## src/tnt_pkg.sv

```systemverilog
// Shared types, constants and helper functions of the triangle normal/tangent unit.
package tnt_pkg;

    localparam int INDEX_BITS      = 24;
    localparam int COORD_W         = 32;
    localparam int COORD_FRAC_BITS = 16;
    localparam int NORM_W          = 16;
    localparam int NRM_STEPS       = 16;
    localparam int TAN_QUO_W       = 33;
    localparam int TAN_SHIFT       = COORD_W - COORD_FRAC_BITS;

    typedef struct packed {
        logic [INDEX_BITS-1:0]     vertex_index;
        logic signed [COORD_W-1:0] pos_x;
        logic signed [COORD_W-1:0] pos_y;
        logic signed [COORD_W-1:0] pos_z;
        logic signed [COORD_W-1:0] tex_u;
        logic signed [COORD_W-1:0] tex_v;
    } in_t;

    typedef struct packed {
        logic [INDEX_BITS-1:0]     index_a;
        logic [INDEX_BITS-1:0]     index_b;
        logic [INDEX_BITS-1:0]     index_c;
        logic signed [NORM_W-1:0]  normal_x;
        logic signed [NORM_W-1:0]  normal_y;
        logic signed [NORM_W-1:0]  normal_z;
        logic signed [COORD_W-1:0] tangent_x;
        logic signed [COORD_W-1:0] tangent_y;
        logic signed [COORD_W-1:0] tangent_z;
        logic                      zero_area;
        logic                      zero_uv_area;
    } out_t;

    // One triangle as queued between front and back: indices, clamped edges and texture deltas.
    typedef struct packed {
        logic [INDEX_BITS-1:0]     idx_a;
        logic [INDEX_BITS-1:0]     idx_b;
        logic [INDEX_BITS-1:0]     idx_c;
        logic signed [COORD_W-1:0] e1x;
        logic signed [COORD_W-1:0] e1y;
        logic signed [COORD_W-1:0] e1z;
        logic signed [COORD_W-1:0] e2x;
        logic signed [COORD_W-1:0] e2y;
        logic signed [COORD_W-1:0] e2z;
        logic signed [COORD_W-1:0] du1;
        logic signed [COORD_W-1:0] dv1;
        logic signed [COORD_W-1:0] du2;
        logic signed [COORD_W-1:0] dv2;
    } tri_t;

    // Difference clamped to [-(2^31-1), 2^31-1].
    function automatic logic signed [COORD_W-1:0] sat_diff(
        input logic signed [COORD_W-1:0] a,
        input logic signed [COORD_W-1:0] b
    );
        logic signed [COORD_W:0] d;
        d = $signed({a[COORD_W-1], a}) - $signed({b[COORD_W-1], b});
        if (d > $signed({2'b00, {(COORD_W-1){1'b1}}}))
            sat_diff = {1'b0, {(COORD_W-1){1'b1}}};
        else if (d < -$signed({2'b00, {(COORD_W-1){1'b1}}}))
            sat_diff = {1'b1, {(COORD_W-2){1'b0}}, 1'b1};
        else
            sat_diff = d[COORD_W-1:0];
    endfunction

    function automatic logic [63:0] mag64(input logic signed [63:0] v);
        mag64 = v[63] ? 64'(-v) : 64'(v);
    endfunction

endpackage

```

## src/tnt_queue.sv

```systemverilog
// Two-entry triangle queue between front and back.
module tnt_queue (
    input  logic          clk,
    input  logic          rst_n,
    input  logic          push,
    input  tnt_pkg::tri_t push_data,
    output logic          full,
    input  logic          pop,
    output logic          pop_valid,
    output tnt_pkg::tri_t pop_data
);

    tnt_pkg::tri_t mem_reg [2];
    logic       wr_ptr_reg;
    logic       rd_ptr_reg;
    logic [1:0] count_reg;
    logic [1:0] count_next;

    assign full      = (count_reg == 2'd2);
    assign pop_valid = (count_reg != 2'd0);
    assign pop_data  = mem_reg[rd_ptr_reg];

    always_comb
    begin
        count_next = count_reg;
        if (push && !pop)
            count_next = count_reg + 2'd1;
        else if (pop && !push)
            count_next = count_reg - 2'd1;
    end

    always_ff @(posedge clk or negedge rst_n)
    begin
        if (!rst_n)
        begin
            count_reg  <= 2'd0;
            wr_ptr_reg <= 1'b0;
            rd_ptr_reg <= 1'b0;
        end
        else
        begin
            count_reg <= count_next;
            if (push)
                wr_ptr_reg <= !wr_ptr_reg;
            if (pop)
                rd_ptr_reg <= !rd_ptr_reg;
        end
    end

    always_ff @(posedge clk)
    begin
        if (push)
            mem_reg[wr_ptr_reg] <= push_data;
    end

endmodule

```

## config.mk

```make
export PLATFORM = sky130hd
export DESIGN_NAME = tnt_queue
export DESIGN_NICKNAME = d
export VERILOG_FILES = /design/src/tnt_pkg.sv /design/src/tnt_queue.sv
export SDC_FILE = /design/constraint.sdc
export NUM_CORES = 1
export LEC_CHECK = 0
export BUFFER_PORTS_ARGS = -buffer_cell sky130_fd_sc_hd__buf_4
export CAP_MARGIN = 20
export CORE_AREA = 2 2 303 305
export CTS_BUF_LIST = sky130_fd_sc_hd__clkbuf_4
export CTS_CLUSTER_SIZE = 24
export DETAILED_ROUTE_END_ITERATION = 6
export DIE_AREA = 0 0 305 307
export GPL_TIMING_DRIVEN = 0
export PLACE_DENSITY = 0.57
export REMOVE_ABC_BUFFERS = 1
export SKIP_CTS_REPAIR_TIMING = 1
export SYNTH_ARGS = -nofsm -noshare
export SYNTH_HDL_FRONTEND = slang
export SYNTH_SLANG_ARGS = --single-unit
export TNS_END_PERCENT = 10
```

## constraint.sdc

```tcl
create_clock -name clk -period 19.25 [get_ports clk]
set_clock_uncertainty 0.1 [all_clocks]
set_input_delay 3.85 -clock clk [delete_from_list [all_inputs] [get_ports clk]]
set_output_delay 3.85 -clock clk [all_outputs]
set_load 0.05 [all_outputs]
```

# Word level (Yosys, flattened, before mapping)
# Memory sizes are Yosys's and may differ from the RTL's.
# Cells that the tools add are included.
[totals]
regBits = 4
mem_bits_rw = 784
inputBits = 396
out_inout_bits = 394
wordCells = 19
n_memories = 1
[mem_list]
columns = ["memory", "words", "word_bits", "read_ports", "rd_clocked_by_memory_dff", "write_ports", "line", "text"]
rows = [
  ["mem_reg", 2, 392, 1, 0, 1, "tnt_queue.sv:13", "tnt_pkg::tri_t mem_reg [2];"],
]
[classes]
add_sub_neg = 2
eq_ne = 1
n_mux = 4
n_reduce_logical = 8
[ops]
columns = ["cell", "n"]
rows = [
  ["$logic_not 1->1", 4],
  ["$mux 2", 2],
  ["$reduce_bool 2->1", 2],
  ["$add 2x1->2 const B", 1],
  ["$eq 2x2->1 const B", 1],
  ["$logic_and 1x1->1", 2],
  ["$mux 1", 2],
  ["$sub 2x1->2 const B", 1],
]

# Longest topological paths before layout
[logic_depth]
depth_word = 4
mapped_depth = 5
ltp_nobuf = 5

# Least setup slack after synthesis
# OpenSTA, ideal clock, no wires.
[synth_path]
kind = "input-to-reg"
from = "input push"
to = "memory mem_reg[0][0] (netlist name), enable pin"
setup_time_ns = 1.202
t_arrival_ns = 20.675
required_time_ns = 17.948
path_slack_ns = -2.726
path_stages = 1
n_path_buf = 0
cell_sequence = "nor2b_1"
[synth_via]
elab_chain_len = 2
[synth_lines]
columns = ["element", "line", "text"]
rows = [
  ["start, declared", "tnt_queue.sv:5", "input logic push,"],
  ["$mux 1", "tnt_queue.sv:52", "if (push)"],
  ["$mux 1 (not written as such)", "tnt_queue.sv:53", "mem_reg[wr_ptr_reg] <= push_data;"],
  ["end, declared", "tnt_queue.sv:13", ""],
]
# No other way between the ends.

==> metrics.md <==
| Metric | Value |
|---|---|
| Status | finished, final reports clean |
| Vias per std cell | 4.39 |
| DRT iter0 DRCs | 662 |
| Largest net degree at the start of global routing | 63 |
| XOR/XNOR Fraction of Synth Area | 0.146% |
| Commonest cells after routing, fill and taps aside | buf_4 (789), edfxtp_1 (784), mux2_4 (370) |
| CP most frequent cell | buf_16 |
| Post-Syn Area per Cell | 24.3 µm² |
| Post-synthesis cell count | 1236 |
| Antenna viol nets, final | 0 |
| RSZ-0062 raised after global routing | no |
| Total GRT Usage | 15.0% |
| CTS sink count | 788 |
| Count of pins over their slew limit | 0 |
| Peak Freq | 128 MHz |
| Place WS | 12470 ps |
| Fin crit period | 7800 ps |
| Leak Pwr | 16.1 nW |
| Synth Area in Simple Gates | 0.0957% |
| Detailed-placement wirelength estimate | 51.9 mm |
| Warnings from Yosys | 0 |
| Vias in the first global route | 16800 |
| Drt pass-1 iters | 4 |
| Synthesized flop and latch total | 788 |
| Setup_tns | 0 ps |
| Final net count | 2612 |
| Commonest non-fill, non-tap cell in the layout | buf_4 |
| Die area | 93600 µm² |
| Synth Area in Compound Gates | 0% |
| Worst path bufs/invs | 5 |
| Crit-path slowest cell | dfrtp_4 |
| Final Hold Fails | 0 |
| Clock Tree Buf Depth | 3 |
| Die Span X | 305 µm |
| Top cell type's share of synthesized area | 78.3% |
| Worst-Skew Late Latency | 1060 ps |
| Mapped Area | 30100 µm² |
| Initial antenna violation count | 12 |
| H-tree depth | 4 |
| Cell variety after synth | 16 |
| Synth Area in Adders | 0.0416% |
| Remaining Overflow, GRT | 0 |
| Final worst setup slack | 11450 ps |
| Slew margin rel. | 46.6% |
| Filler Cell Count | 8005 |
| Area leader, netlist | edfxtp_1 |
| Worst-path clk slew | 60 ps |
| CP arrival | 3850 ps |
| Crit path cell chain | buf_16, buf_16, buf_16, buf_16, mux2_2, buf_4 |
| CTS tree | yes |
| Die Ht | 307 µm |
| P per Cell Area | 172 nW/µm² |
| Share of cells above drive strength 1 | 64.8% |
| Crit share post-route | 40.5% |
| Sequential cell area fraction in the yosys report | 78.6% |
| Crit Path Class | reg2out |
| Count of input and output buffers | 789 |
| Num ports | 790 |
| Mux cell area share after synthesis | 19.3% |
| CORE AREA | 90700 µm² |
| Delay-heaviest family, CP | buffers and inverters |
| Setup Viol. Count Final | 0 |
| Final Wtd Congestion | 0.761 |
| Max-cap viol count | 0 |
| CP Max Fanout | 47 |
| Via count | 15600 |
| Num CTS Buffers | 200 |
| Row Count | 111 |
| Largest family of logic cells by synthesized area | multiplexers |
| CP endpoint kind | primary output |
| Worst Tran Pin Value | 801 ps |
| Max reg flops | 784 |
| Root Buffer | clkbuf_4 |
| Crit-path max cell delay | 820 ps |
| Hold Crit Class | reg2reg |
| Crit path required time | 15300 ps |
| Crit start category | register |
| Top post-synthesis cells by area | edfxtp_1 (78%), mux2_4 (18%), buf_6 (1.1%) |
| Area grow syn2layout | 33.4% |
| VDD IR max | 0.0000957 V |
| Routed WL | 72.1 mm |
| Wire length per cell | 20.3 µm |
| First-pass GRT wire length | 104 mm |
| Initial Utilization | 33.2% |
| Remaining DRCs | 0 |
| Final instance area | 40100 µm² |
| Area after DPL | 37700 µm² |
## metrics by stage
step / std cells / total power [mW] / util (%) / hold slack [ps]
2_1_floorplan: 1192 / 5.52 / - / 347
3_5_place_dp: 3199 / 5.65 / 41.6 / 397
4_1_cts: 3532 / 7.03 / 44.2 / 412
3_3_place_gp: 3167 / 7.01 / 40.7 / 368
5_1_grt: 3544 / 7.21 / 44.2 / 428
6_report: 3546 / 6.91 / 44.2 / 409
## metal layers
| metal | routed length [µm] | GRT usage [%] | share of wire [%] | vias to the layer above |
|---|---|---|---|---|
| li1 | - | - | - | 7044 |
| met1 | 24400 | 14.5 | 34 | 7729 |
| met2 | 38300 | 26.6 | 53 | 649 |
| met3 | 7610 | 8.31 | 11 | 122 |
| met4 | 1740 | 5.88 | 2.4 | 6 |
| met5 | 47 | 0 | 0.065 | - |
## where the power goes
part | switching (mW) | internal [mW]
clock network | 0.647 | 0.689
logic | 2.04 | 1.17
registers | 0.0908 | 2.27
total | 2.78 | 4.13
## final timing paths
check                      slack (ps)         start  depth (start not counted)         endpoint
max                             11450    rd_ptr_reg                          6    pop_data[376]
min                               410  count_reg[1]                          1     count_reg[1]
max reg2reg                     16480    wr_ptr_reg                          7  mem_reg[0][230]
min reg2reg                       410  count_reg[1]                          1     count_reg[1]
max in group asynchronous       16460         rst_n                          1       rd_ptr_reg
min in group asynchronous        2470         rst_n                          1     count_reg[0]
## cell usage after synthesis
| master | number |
|---|---|
| and2_1 | 1 |
| mux2_4 | 370 |
| xnor2_1 | 1 |
| nor2_1 | 1 |
| buf_2 | 2 |
| ha_1 | 1 |
| or2_2 | 1 |
| inv_1 | 1 |
| nor2b_1 | 2 |
| xor2_1 | 4 |
| buf_6 | 29 |
| buf_8 | 11 |
| mux2_2 | 22 |
| buf_12 | 2 |
| dfrtp_1 | 4 |
| edfxtp_1 | 784 |
## kinds of logic after synthesis
kind of cell | count (synthesis)
flip-flops | 788
multiplexers | 392
buffers and inverters | 45
XOR/XNOR | 5
AND/OR/NAND/NOR | 5
adder cells (fa/ha/maj) | 1
## layout make-up
| class | instances | area (µm²) | area share, % |
|---|---|---|---|
| Antenna cell | 14 | 35.0 | 0.0873 |
| Clock buffer | 286 | 2150 | 5.35 |
| Clock inverter | 47 | 231 | 0.577 |
| Inverter | 1 | 3.75 | 0.00936 |
| Multi-Input combinational cell | 403 | 5900 | 14.7 |
| Sequential cell | 788 | 23600 | 58.9 |
| Tap cell | 1186 | 1480 | 3.70 |
| Timing Repair Buffer | 821 | 6670 | 16.6 |
(Power assumes the default switching activity.)
