### config.mk
export PLATFORM = sky130hd
export DESIGN_NAME = tnt_front
export DESIGN_NICKNAME = d
export VERILOG_FILES = /design/src/tnt_pkg.sv /design/src/tnt_front.sv
export SDC_FILE = /design/constraint.sdc
export NUM_CORES = 1
export LEC_CHECK = 0
export CAP_MARGIN = 0
export CORE_ASPECT_RATIO = 1.5
export CORE_MARGIN = 1.5
export CORE_UTILIZATION = 54
export CTS_BUF_LIST = sky130_fd_sc_hd__clkbuf_8
export DETAILED_ROUTE_END_ITERATION = 8
export DONT_BUFFER_PORTS = 1
export PLACE_DENSITY = 0.69
export SYNTH_ARGS = -nofsm -noshare
export SYNTH_HDL_FRONTEND = slang
export SYNTH_SLANG_ARGS = --single-unit
### constraint.sdc
create_clock -name clk -period 24.5 [get_ports clk]
set_input_delay 1.225 -clock clk [delete_from_list [all_inputs] [get_ports clk]]
set_output_delay 1.225 -clock clk [all_outputs]
set_load 0.02 [all_outputs]
### src/tnt_pkg.sv
// Shared types, constants and helper functions of the triangle normal/tangent unit.
package tnt_pkg;

    localparam int INDEX_BITS      = 24;
    localparam int COORD_W         = 32;
    localparam int COORD_FRAC_BITS = 16;
    localparam int NORM_W          = 16;
    localparam int NRM_STEPS       = 16;
    localparam int TAN_QUO_W       = 33;
    localparam int TAN_SHIFT       = COORD_W - COORD_FRAC_BITS;

    typedef struct packed {
        logic [INDEX_BITS-1:0]     vertex_index;
        logic signed [COORD_W-1:0] pos_x;
        logic signed [COORD_W-1:0] pos_y;
        logic signed [COORD_W-1:0] pos_z;
        logic signed [COORD_W-1:0] tex_u;
        logic signed [COORD_W-1:0] tex_v;
    } in_t;

    typedef struct packed {
        logic [INDEX_BITS-1:0]     index_a;
        logic [INDEX_BITS-1:0]     index_b;
        logic [INDEX_BITS-1:0]     index_c;
        logic signed [NORM_W-1:0]  normal_x;
        logic signed [NORM_W-1:0]  normal_y;
        logic signed [NORM_W-1:0]  normal_z;
        logic signed [COORD_W-1:0] tangent_x;
        logic signed [COORD_W-1:0] tangent_y;
        logic signed [COORD_W-1:0] tangent_z;
        logic                      zero_area;
        logic                      zero_uv_area;
    } out_t;

    // One triangle as queued between front and back: indices, clamped edges and texture deltas.
    typedef struct packed {
        logic [INDEX_BITS-1:0]     idx_a;
        logic [INDEX_BITS-1:0]     idx_b;
        logic [INDEX_BITS-1:0]     idx_c;
        logic signed [COORD_W-1:0] e1x;
        logic signed [COORD_W-1:0] e1y;
        logic signed [COORD_W-1:0] e1z;
        logic signed [COORD_W-1:0] e2x;
        logic signed [COORD_W-1:0] e2y;
        logic signed [COORD_W-1:0] e2z;
        logic signed [COORD_W-1:0] du1;
        logic signed [COORD_W-1:0] dv1;
        logic signed [COORD_W-1:0] du2;
        logic signed [COORD_W-1:0] dv2;
    } tri_t;

    // Difference clamped to [-(2^31-1), 2^31-1].
    function automatic logic signed [COORD_W-1:0] sat_diff(
        input logic signed [COORD_W-1:0] a,
        input logic signed [COORD_W-1:0] b
    );
        logic signed [COORD_W:0] d;
        d = $signed({a[COORD_W-1], a}) - $signed({b[COORD_W-1], b});
        if (d > $signed({2'b00, {(COORD_W-1){1'b1}}}))
            sat_diff = {1'b0, {(COORD_W-1){1'b1}}};
        else if (d < -$signed({2'b00, {(COORD_W-1){1'b1}}}))
            sat_diff = {1'b1, {(COORD_W-2){1'b0}}, 1'b1};
        else
            sat_diff = d[COORD_W-1:0];
    endfunction

    function automatic logic [63:0] mag64(input logic signed [63:0] v);
        mag64 = v[63] ? 64'(-v) : 64'(v);
    endfunction

endpackage

### src/tnt_front.sv
// Front end: collects corners, forms edges and texture deltas of each triangle.
module tnt_front (
    input  logic          clk,
    input  logic          rst_n,
    input  logic          in_valid,
    output logic          in_ready,
    input  tnt_pkg::in_t  in_data,
    output logic          push,
    output tnt_pkg::tri_t push_data,
    input  logic          full
);

    logic [1:0] count_reg;
    logic [1:0] count_next;
    logic [tnt_pkg::INDEX_BITS-1:0]     idx0_reg;
    logic [tnt_pkg::INDEX_BITS-1:0]     idx1_reg;
    logic signed [tnt_pkg::COORD_W-1:0] p0x_reg, p0y_reg, p0z_reg;
    logic signed [tnt_pkg::COORD_W-1:0] p1x_reg, p1y_reg, p1z_reg;
    logic signed [tnt_pkg::COORD_W-1:0] t0u_reg, t0v_reg, t1u_reg, t1v_reg;
    logic third;
    logic slot;
    logic accept;

    assign third    = (count_reg == 2'd2);
    assign slot     = (count_reg == 2'd1);
    assign in_ready = !third || !full;
    assign accept   = in_valid && in_ready;
    assign push     = accept && third;

    always_comb
    begin
        count_next = count_reg;
        if (accept)
        begin
            if (third)
                count_next = 2'd0;
            else
                count_next = slot ? 2'd2 : 2'd1;
        end
    end

    always_ff @(posedge clk or negedge rst_n)
    begin
        if (!rst_n)
            count_reg <= 2'd0;
        else
            count_reg <= count_next;
    end

    // Hold the first two corners.
    always_ff @(posedge clk)
    begin
        if (accept && !third)
        begin
            if (slot)
            begin
                idx1_reg <= in_data.vertex_index;
                p1x_reg  <= in_data.pos_x;
                p1y_reg  <= in_data.pos_y;
                p1z_reg  <= in_data.pos_z;
                t1u_reg  <= in_data.tex_u;
                t1v_reg  <= in_data.tex_v;
            end
            else
            begin
                idx0_reg <= in_data.vertex_index;
                p0x_reg  <= in_data.pos_x;
                p0y_reg  <= in_data.pos_y;
                p0z_reg  <= in_data.pos_z;
                t0u_reg  <= in_data.tex_u;
                t0v_reg  <= in_data.tex_v;
            end
        end
    end

    always_comb
    begin
        push_data.idx_a = idx0_reg;
        push_data.idx_b = idx1_reg;
        push_data.idx_c = in_data.vertex_index;
        push_data.e1x   = tnt_pkg::sat_diff(p1x_reg, p0x_reg);
        push_data.e1y   = tnt_pkg::sat_diff(p1y_reg, p0y_reg);
        push_data.e1z   = tnt_pkg::sat_diff(p1z_reg, p0z_reg);
        push_data.e2x   = tnt_pkg::sat_diff(in_data.pos_x, p0x_reg);
        push_data.e2y   = tnt_pkg::sat_diff(in_data.pos_y, p0y_reg);
        push_data.e2z   = tnt_pkg::sat_diff(in_data.pos_z, p0z_reg);
        push_data.du1   = tnt_pkg::sat_diff(t1u_reg, t0u_reg);
        push_data.dv1   = tnt_pkg::sat_diff(t1v_reg, t0v_reg);
        push_data.du2   = tnt_pkg::sat_diff(in_data.tex_u, t0u_reg);
        push_data.dv2   = tnt_pkg::sat_diff(in_data.tex_v, t0v_reg);
    end

endmodule

### Word level (Yosys, flattened, before mapping)

Cells that the tools add are included.

| word-level totals | value |
|---|---|
| bits in registers | 370 |
| input bits | 188 |

| operators by class | value |
|---|---|
| add/sub/neg operators | 10 |
| magnitude comparators | 20 |
| equal/unequal tests | 2 |
| multiplexer cells | 22 |
| bitwise gates (word level) | 1 |
| reduce and logical (&&, ||, !) cells | 8 |

Operator list:

| operator | number |
|---|---|
| 32-bit 2-to-1 mux | 20 |
| 33-bit by 32-bit greater-than comparator with 1-bit output, second input constant | 10 |
| 33-bit by 32-bit < comparator with 1-bit output, second input constant | 10 |
| 32-bit by 32-bit subtractor with 33-bit output | 10 |
| 2-bit 2-to-1 mux | 2 |
| 2-bit AND reduction | 2 |
| 1-bit logical AND | 3 |
| 2-bit by 1-bit equality test with 1-bit output, second input constant | 1 |
| 2-bit equality test, second input constant | 1 |
| 1-bit logical NOT | 2 |
| 1-bit logical OR | 1 |
| 1-bit inverter | 1 |

### Depth between registers and ports, before layout

Gate-level depths: netlist of run 1.

| depth | value |
|---|---|
| depth after elaboration | 6 |
| gate-level depth with buffers | 17 |
| depth with buffers taken out | 15 |

### Worst setup path before layout of run 1

Ideal clock, no wire load.

| timing path | value |
|---|---|
| path type | input-to-reg |
| start | input in_valid |
| end | register idx0_reg[0] in the netlist's numbering (enable) |
| setup time | 990 ps |
| data arrival time | 14336 ps |
| setup slack | 9175 ps |
| stages | 1 |
| buffers on the path | 0 |
| cell sequence | nor3b_1 |

| on the way | value |
|---|---|
| longest elaborated chain between the ends | 3 |

RTL lines:

| element | line | text |
|---|---|---|
| start: declaration | tnt_front.sv:5 | `input logic in_valid,` |
| 1-bit logical AND | tnt_front.sv:27 | `assign accept = in_valid && in_ready;` |
| 1-bit logical AND | tnt_front.sv:53 | `if (accept && !third)` |
| 2-bit AND reduction (no source line) | -- |  |
| end signal: assignment | tnt_front.sv:66 | `idx0_reg <= in_data.vertex_index;` |
| end: declaration | tnt_front.sv:15 | `logic [tnt_pkg::INDEX_BITS-1:0] idx0_reg;` |

Every way passes these cells.
A chain may end at the register's enable or synchronous reset.

==> qor.json, run 1 <==
{
  "placementRows": {"value": 109},
  "final_net_count": {"value": 4001},
  "postSynth.asyncResetShare": {"value": 0.00541},
  "end_kind": {"value": "primary output"},
  "cp-startpoint": {"value": "in_data[96]"},
  "die_w": {"value": 202, "unit": "µm"},
  "detailroute.via_count": {"value": 27600},
  "avgSynthCellArea": {"value": 9.10, "unit": "µm²"},
  "post_synth_instance_area": {"value": 32200, "unit": "µm²"},
  "syn_inst": {"value": 3535},
  "yosys_warning_count": {"value": 0},
  "globalRoute.totalOverflow": {"value": 0},
  "cp_top_family": {"value": "compound AO/OA/AOI/OAI gates"},
  "number_of_buffers_inserted_during_clock_tree_synthesis": {"value": 60},
  "drtPass1Iterations": {"value": 5},
  "core_region_area": {"value": 58900, "unit": "µm²"},
  "ys_ff_latch": {"value": 370},
  "global_route_wire_length_before_repair": {"value": 156000, "unit": "µm"},
  "post-route-drc-count": {"value": 0},
  "path_buf_inv": {"value": 1},
  "post_cts.repair.setup_buffers": {"value": 0},
  "syn-num-nets": {"value": 4055},
  "clock-sinks": {"value": 370},
  "deepest_level_of_the_cts_h_tree": {"value": 2},
  "synth_seq_area_share": {"value": 0.345},
  "p_leak": {"value": 13.7, "unit": "nW"},
  "grt.total_usage": {"value": 0.327},
  "count_of_pins_on_the_block_boundary": {"value": 582},
  "clock_latency": {"value": 0.69, "unit": "ns"},
  "peakVddDrop": {"value": 130, "unit": "µV"},
  "synth_most_common_cell": {"value": "sky130_fd_sc_hd__a21oi_1"},
  "synth.top_cells.by_count": {"value": "sky130_fd_sc_hd__a21oi_1, sky130_fd_sc_hd__edfxtp_1, sky130_fd_sc_hd__ha_1"},
  "critical-path-top-cell-by-count": {"value": "sky130_fd_sc_hd__a21oi_1"},
  "fp.dieH": {"value": 302, "unit": "µm"},
  "final_period_minus_worst_setup_slack": {"value": 7.48, "unit": "ns"},
  "critical_path.cell_chain": {"value": "inv_1 -> ha_1 -> fa_1 -> nand2b_1 -> a21o_1 -> a21oi_1 -> a21oi_1 -> o31a_1 -> o21ai_0 -> o31a_1 -> a2111oi_0 -> a21oi_1 -> nand2_1 -> a21oi_1"},
  "slew_violations": {"value": 0},
  "max_clock_freq": {"value": 134, "unit": "MHz"},
  "synth_enable_flop_cells": {"value": 368},
  "detailedRoute.firstIterationViolations": {"value": 1864},
  "antenna_found_initial": {"value": 1},
  "startpoint_type": {"value": "input port"},
  "dp_hpwl": {"value": 83700, "unit": "µm"},
  "timing.setup.tns": {"value": 0, "unit": "ns"},
  "r2r_start": {"value": "count_reg[0]"},
  "max-cap-violations": {"value": 0},
  "final_layout_size_suffix_gt1_frac": {"value": 0.0453},
  "hold_class": {"value": "input port to asynchronous set/reset pin"},
  "number_of_distinct_standard_cells_referenced_by_the_synthesized_netlist": {"value": 83},
  "ctsLongestPathBuffers": {"value": 3},
  "cts_root_buffer": {"value": "sky130_fd_sc_hd__clkbuf_8"},
  "hold_slack": {"value": 0.220, "unit": "ns"},
  "layout.core_utilization": {"value": 0.578},
  "power_per_cell_area": {"value": 150, "unit": "nW/µm²"},
  "synth-main-ff-cell": {"value": "sky130_fd_sc_hd__edfxtp_1"},
  "timing.slew.headroom": {"value": 0.164},
  "routabilityCongestion": {"value": 0.978},
  "top_cells_by_area_synth": {"value": "sky130_fd_sc_hd__edfxtp_1, sky130_fd_sc_hd__ha_1, sky130_fd_sc_hd__a21oi_1"},
  "timing.critical_path.fanout_max": {"value": 26},
  "cts.hold.buffers_added": {"value": 0},
  "worstMarginPinSlew": {"value": 1.25, "unit": "ns"},
  "drt-wirelength-per-cell": {"value": 24.0, "unit": "µm"},
  "timing.clock.skew": {"value": 0.0229, "unit": "ns"},
  "finalHoldViolCount": {"value": 0},
  "arrival_time_at_the_worst_endpoint": {"value": 6.25, "unit": "ns"},
  "fin_crit_sh": {"value": 0.305},
  "worst_ep_required_time": {"value": 23.27, "unit": "ns"},
  "port-buffer-count": {"value": 0},
  "vias_in_the_first_global_route": {"value": 27300},
  "critical-path-slowest-cell": {"value": "sky130_fd_sc_hd__nand2_1"},
  "pin_count_of_the_biggest_net_entering_global_routing": {"value": 73},
  "post_cts_resized": {"value": 0},
  "die_area": {"value": 61100, "unit": "µm²"},
  "drt.antenna.violating_nets": {"value": 0},
  "post_drt_via_cell_ratio": {"value": 6.40},
  "initial_core_utilization": {"value": 0.546},
  "tritoncts": {"value": "built"},
  "status": {"value": "finished, final reports clean"},
  "post_cts_clock_slew_at_the_launch_and_capture_registers_of_the_worst_setup_and_hold_paths": {"value": 0.06, "unit": "ns"},
  "timing_worst_setup_path_type": {"value": "input port to primary output"},
  "cp_slowest_stage_delay": {"value": 0.87, "unit": "ns"},
  "final_setup_violating_endpoints": {"value": 0},
  "rsz_0062_raised_after_global_routing": {"value": "no"},
  "synth.largest_area_cell": {"value": "sky130_fd_sc_hd__edfxtp_1"},
  "synth_largest_type_area_fraction": {"value": 0.344},
  "totalPowerFinal": {"value": 0.00510, "unit": "W"},
  "synthToLayoutAreaGrowth": {"value": 5.94, "unit": "%"},
  "routed_wl": {"value": 104000, "unit": "µm"}
}
==> worst reg2reg max path, stage by stage, from the launching register on <==
cell,delay [ns]
sky130_fd_sc_hd__dfrtp_1,0.35
sky130_fd_sc_hd__inv_1,0.06
sky130_fd_sc_hd__ha_1,0.25
sky130_fd_sc_hd__nor3b_2,0.42
sky130_fd_sc_hd__buf_4,0.70
sky130_fd_sc_hd__buf_4,0.95
==> cells in the final DEF (no fill, tap or decap), types with 11 or more instances in the layout <==
master                      instances
sky130_fd_sc_hd__inv_1            267
sky130_fd_sc_hd__ha_1             322
sky130_fd_sc_hd__a21o_1           124
sky130_fd_sc_hd__o211ai_1          22
sky130_fd_sc_hd__o31a_1            15
sky130_fd_sc_hd__nor3_1            57
sky130_fd_sc_hd__o2111ai_1         14
sky130_fd_sc_hd__and2_1            24
sky130_fd_sc_hd__nor2b_1           43
sky130_fd_sc_hd__and3_1            21
sky130_fd_sc_hd__nand3_1           59
sky130_fd_sc_hd__a211oi_1          22
sky130_fd_sc_hd__o21a_1            60
sky130_fd_sc_hd__a31oi_1           32
sky130_fd_sc_hd__nor2_1           286
sky130_fd_sc_hd__a21oi_1          403
sky130_fd_sc_hd__or4_1             19
sky130_fd_sc_hd__o31ai_1           32
sky130_fd_sc_hd__or3_1             17
sky130_fd_sc_hd__clkinv_1          12
sky130_fd_sc_hd__nand2_1          221
sky130_fd_sc_hd__maj3_1           130
sky130_fd_sc_hd__xor2_1           101
sky130_fd_sc_hd__buf_4             21
sky130_fd_sc_hd__o21ai_0          187
sky130_fd_sc_hd__o21bai_1          29
sky130_fd_sc_hd__o41ai_1           11
sky130_fd_sc_hd__nor4_1            28
sky130_fd_sc_hd__a21boi_0          19
sky130_fd_sc_hd__clkbuf_8          61
sky130_fd_sc_hd__nand2b_1          54
sky130_fd_sc_hd__edfxtp_1         368
sky130_fd_sc_hd__nand4_1           59
sky130_fd_sc_hd__xnor2_1          166
==> layout make-up <==
cell class / instances / area, µm²
fillers: 5207 / 24800
multi-input cells: 2776 / 19600
flip-flops and latches: 370 / 11100
well taps: 777 / 972
inverters: 252 / 946
clock buffers: 61 / 840
clock inverters: 52 / 467
repair buffers: 21 / 158
diodes: 2 / 5.00
==> power breakdown <==
part | total [W] | internal, W | leakage [nW] | switching (W)
Combinational | 0.00355 | 0.00101 | 9.55 | 0.00254
Sequential | 0.000946 | 0.000881 | 3.46 | 0.0000652
Clock | 0.000595 | 0.000328 | 0.704 | 0.000268
Total | 0.00510 | 0.00222 | 13.7 | 0.00288
==> kinds of logic after synthesis <==
kind of cell             after synthesis  synth area share
XOR/XNOR                             272            0.0741
flip-flops                           370             0.345
multiplexers                           6           0.00191
AO/OA/AOI/OAI                       1079             0.211
buffers and inverters                389            0.0483
adder cells (fa/ha/maj)              462             0.172
AND/OR/NAND/NOR                      957             0.148
==> through the flow <==
stage | cell area [µm²] | instances | setup slack (ns)
final | 34100 | 4311 | 17.02
after global routing | 34100 | 4310 | 16.66
after CTS | 34100 | 4309 | 17.15
after detailed placement | 32800 | 4196 | 17.16
after global placement | 32800 | 4196 | 17.31
after floorplan | 32200 | 3535 | 9.17
==> path summary, 6_finish.rpt <==
path | end | slack [ns] | cells past startpoint
max in group asynchronous | count_reg[1] | 24.21 | 0
hold / removal | count_reg[0] | 0.22 | 0
min in group clk | count_reg[1] | 0.59 | 2
setup / recovery | push_data[178] | 17.02 | 14
setup reg to reg | p0x_reg[31] | 21.31 | 5
hold reg to reg | count_reg[1] | 0.59 | 2
==> layer usage <==
metal / part of all wire / vias to the layer above / GRT usage
li1: - / 13000 / -
met4: 0.051 / 0 / 0.152
met1: 0.38 / 13200 / 0.364
met5: 0 / - / 0
met3: 0.077 / 284 / 0.0802
met2: 0.50 / 1134 / 0.586
Note: power is estimated with default switching activity, not from simulation.
==> inputs of run 2 (changes only) <==
==> constraint.sdc (replaced) <==
create_clock -name clk -period 7.2 [get_ports clk]
set_input_delay 0.36 -clock clk [delete_from_list [all_inputs] [get_ports clk]]
set_output_delay 0.36 -clock clk [all_outputs]
set_load 0.02 [all_outputs]
==> run 2 against run 1 <==
Net effect: clock power grew to 3.4 times the previous value; largest power group unchanged; cell count is 4.3% higher; critical path type is now flop to primary output; core utilization is 3.2 points higher; critical path depth is 1 lower; combinational power grew to 3.5 times the previous value; total power grew to 3.4 times the previous value; setup slack worse by 16 ns; critical endpoint unchanged; sequential share of layout area is 1.7 points lower; final area is 5.5% higher; sequential power grew to 3.4 times the previous value; highest routed layer unchanged; wire length is 5.7% higher.
==> qor.json, run 2 (same netlist as run 1, synthesis figures left out) <==
{
  "cp_top_family": {"value": "compound AO/OA/AOI/OAI gates"},
  "critical-path-top-cell-by-count": {"value": "sky130_fd_sc_hd__a21oi_1"},
  "finalHoldViolCount": {"value": 0},
  "timing.slew.headroom": {"value": 0.122},
  "synthToLayoutAreaGrowth": {"value": 11.8, "unit": "%"},
  "end_kind": {"value": "primary output"},
  "final_net_count": {"value": 4189},
  "tritoncts": {"value": "built"},
  "final_setup_violating_endpoints": {"value": 0},
  "detailroute.via_count": {"value": 28700},
  "routed_wl": {"value": 109000, "unit": "µm"},
  "post-route-drc-count": {"value": 0},
  "antenna_found_initial": {"value": 1},
  "critical-path-slowest-cell": {"value": "sky130_fd_sc_hd__nand2_1"},
  "p_leak": {"value": 14.5, "unit": "nW"},
  "count_of_pins_on_the_block_boundary": {"value": 582},
  "drt-wirelength-per-cell": {"value": 24.3, "unit": "µm"},
  "arrival_time_at_the_worst_endpoint": {"value": 6.24, "unit": "ns"},
  "path_buf_inv": {"value": 0},
  "initial_core_utilization": {"value": 0.546},
  "port-buffer-count": {"value": 0},
  "worst_slack": {"value": 0.598, "unit": "ns"},
  "number_of_buffers_inserted_during_clock_tree_synthesis": {"value": 58},
  "worst_ep_required_time": {"value": 6.84, "unit": "ns"},
  "layout_common_cells": {"value": "sky130_fd_sc_hd__a21oi_1, sky130_fd_sc_hd__edfxtp_1, sky130_fd_sc_hd__ha_1"},
  "final_layout_size_suffix_gt1_frac": {"value": 0.0441},
  "status": {"value": "finished, final reports clean"},
  "routabilityCongestion": {"value": 0.989},
  "cts_root_buffer": {"value": "sky130_fd_sc_hd__clkbuf_8"},
  "placementRows": {"value": 109},
  "globalRoute.totalOverflow": {"value": 0},
  "die_area": {"value": 61100, "unit": "µm²"},
  "detailedRoute.firstIterationViolations": {"value": 2297},
  "startpoint_type": {"value": "flop"},
  "timing_worst_setup_path_type": {"value": "flop to primary output"},
  "grt.total_usage": {"value": 0.346},
  "post_cts_resized": {"value": 0},
  "die_w": {"value": 202, "unit": "µm"},
  "hold_class": {"value": "input port to flop"},
  "vias_in_the_first_global_route": {"value": 28500},
  "dpl_worst_slack": {"value": 1.57, "unit": "ns"},
  "hold_slack": {"value": 0.0989, "unit": "ns"},
  "cp_slowest_stage_delay": {"value": 0.93, "unit": "ns"},
  "drt.antenna.violating_nets": {"value": 0},
  "clock_latency": {"value": 0.69, "unit": "ns"},
  "cts.hold.buffers_added": {"value": 187},
  "most_common_cell_after_layout_fill_and_taps_aside": {"value": "sky130_fd_sc_hd__a21oi_1"},
  "fillCellCount": {"value": 5121},
  "clock-sinks": {"value": 370},
  "drtPass1Iterations": {"value": 8},
  "pin_count_of_the_biggest_net_entering_global_routing": {"value": 69},
  "final_design_area_no_fill": {"value": 36000, "unit": "µm²"},
  "worstMarginPinSlew": {"value": 1.31, "unit": "ns"},
  "max-cap-violations": {"value": 0},
  "power_per_cell_area": {"value": 487, "unit": "nW/µm²"},
  "timing.setup.tns": {"value": 0, "unit": "ns"},
  "slew_violations": {"value": 0},
  "timing.clock.skew": {"value": 0.0195, "unit": "ns"},
  "fin_crit_sh": {"value": 0.917},
  "layout.core_utilization": {"value": 0.610},
  "post_cts.repair.setup_buffers": {"value": 0},
  "deepest_level_of_the_cts_h_tree": {"value": 2},
  "post_cts_clock_slew_at_the_launch_and_capture_registers_of_the_worst_setup_and_hold_paths": {"value": 0.07, "unit": "ns"},
  "peakVddDrop": {"value": 506, "unit": "µV"},
  "rsz_0062_raised_after_global_routing": {"value": "no"},
  "core_region_area": {"value": 58900, "unit": "µm²"},
  "dpl_cell_area": {"value": 32800, "unit": "µm²"},
  "ctsLongestPathBuffers": {"value": 3},
  "fp.dieH": {"value": 302, "unit": "µm"},
  "dp_hpwl": {"value": 83900, "unit": "µm"},
  "max_clock_freq": {"value": 151, "unit": "MHz"},
  "timing.critical_path.fanout_max": {"value": 26},
  "critical_path.cell_chain": {"value": "ha_1 -> fa_1 -> nand2b_1 -> a21o_1 -> a21oi_1 -> a21oi_1 -> o31a_1 -> o21ai_0 -> o31a_1 -> a2111oi_0 -> a21oi_1 -> nand2_1 -> a21oi_1"},
  "post_drt_via_cell_ratio": {"value": 6.39},
  "final_period_minus_worst_setup_slack": {"value": 6.60, "unit": "ns"},
  "global_route_wire_length_before_repair": {"value": 165000, "unit": "µm"}
}
run 2: layer usage:
layer / vias up / GRT usage / wire length (µm)
met5: - / 0 / 0
met1: 13800 / 0.386 / 40900
met4: 0 / 0.175 / 6060
li1: 13400 / - / -
met2: 1236 / 0.621 / 54100
met3: 314 / 0.0757 / 8340
run 2: where the power goes:
part / total (W) / switching [W] / internal, W
registers: 0.00322 / 0.000225 / 0.00300
logic: 0.0123 / 0.00876 / 0.00353
clock network: 0.00200 / 0.000908 / 0.00109
run 2: path summary, 6_finish.rpt:
check | start | depth (start not counted) | slack, ns | endpoint
min in group asynchronous | rst_n | 2 | 0.47 | count_reg[1]
max in group asynchronous | rst_n | 2 | 6.60 | count_reg[0]
worst max-delay path | p0y_reg[0] | 13 | 0.60 | push_data[178]
worst min register to register | count_reg[0] | 2 | 0.60 | count_reg[0]
worst min-delay path | in_valid | 1 | 0.1 | t1v_reg[26]
worst max register to register | count_reg[0] | 5 | 4.16 | idx0_reg[6]
run 2: per-stage QoR:
step | power, W | cells
global placement | 0.0151 | 4199
floorplan | 0.0125 | 3535
detailed placement | 0.0152 | 4199
global route | 0.0185 | 4495
CTS | 0.0173 | 4494
finish | 0.0175 | 4496
run 2: cell type report:
cell class,count,area (µm²),share of cell area
multi-input combinational,2776,19600,0.545
sequential,370,11100,0.309
clock inverter,49,460,0.0128
timing repair buffer,211,2050,0.0571
clock buffer,59,812,0.0226
tap,777,972,0.0270
inverter,252,946,0.0263
antenna,2,5.00,0.000139
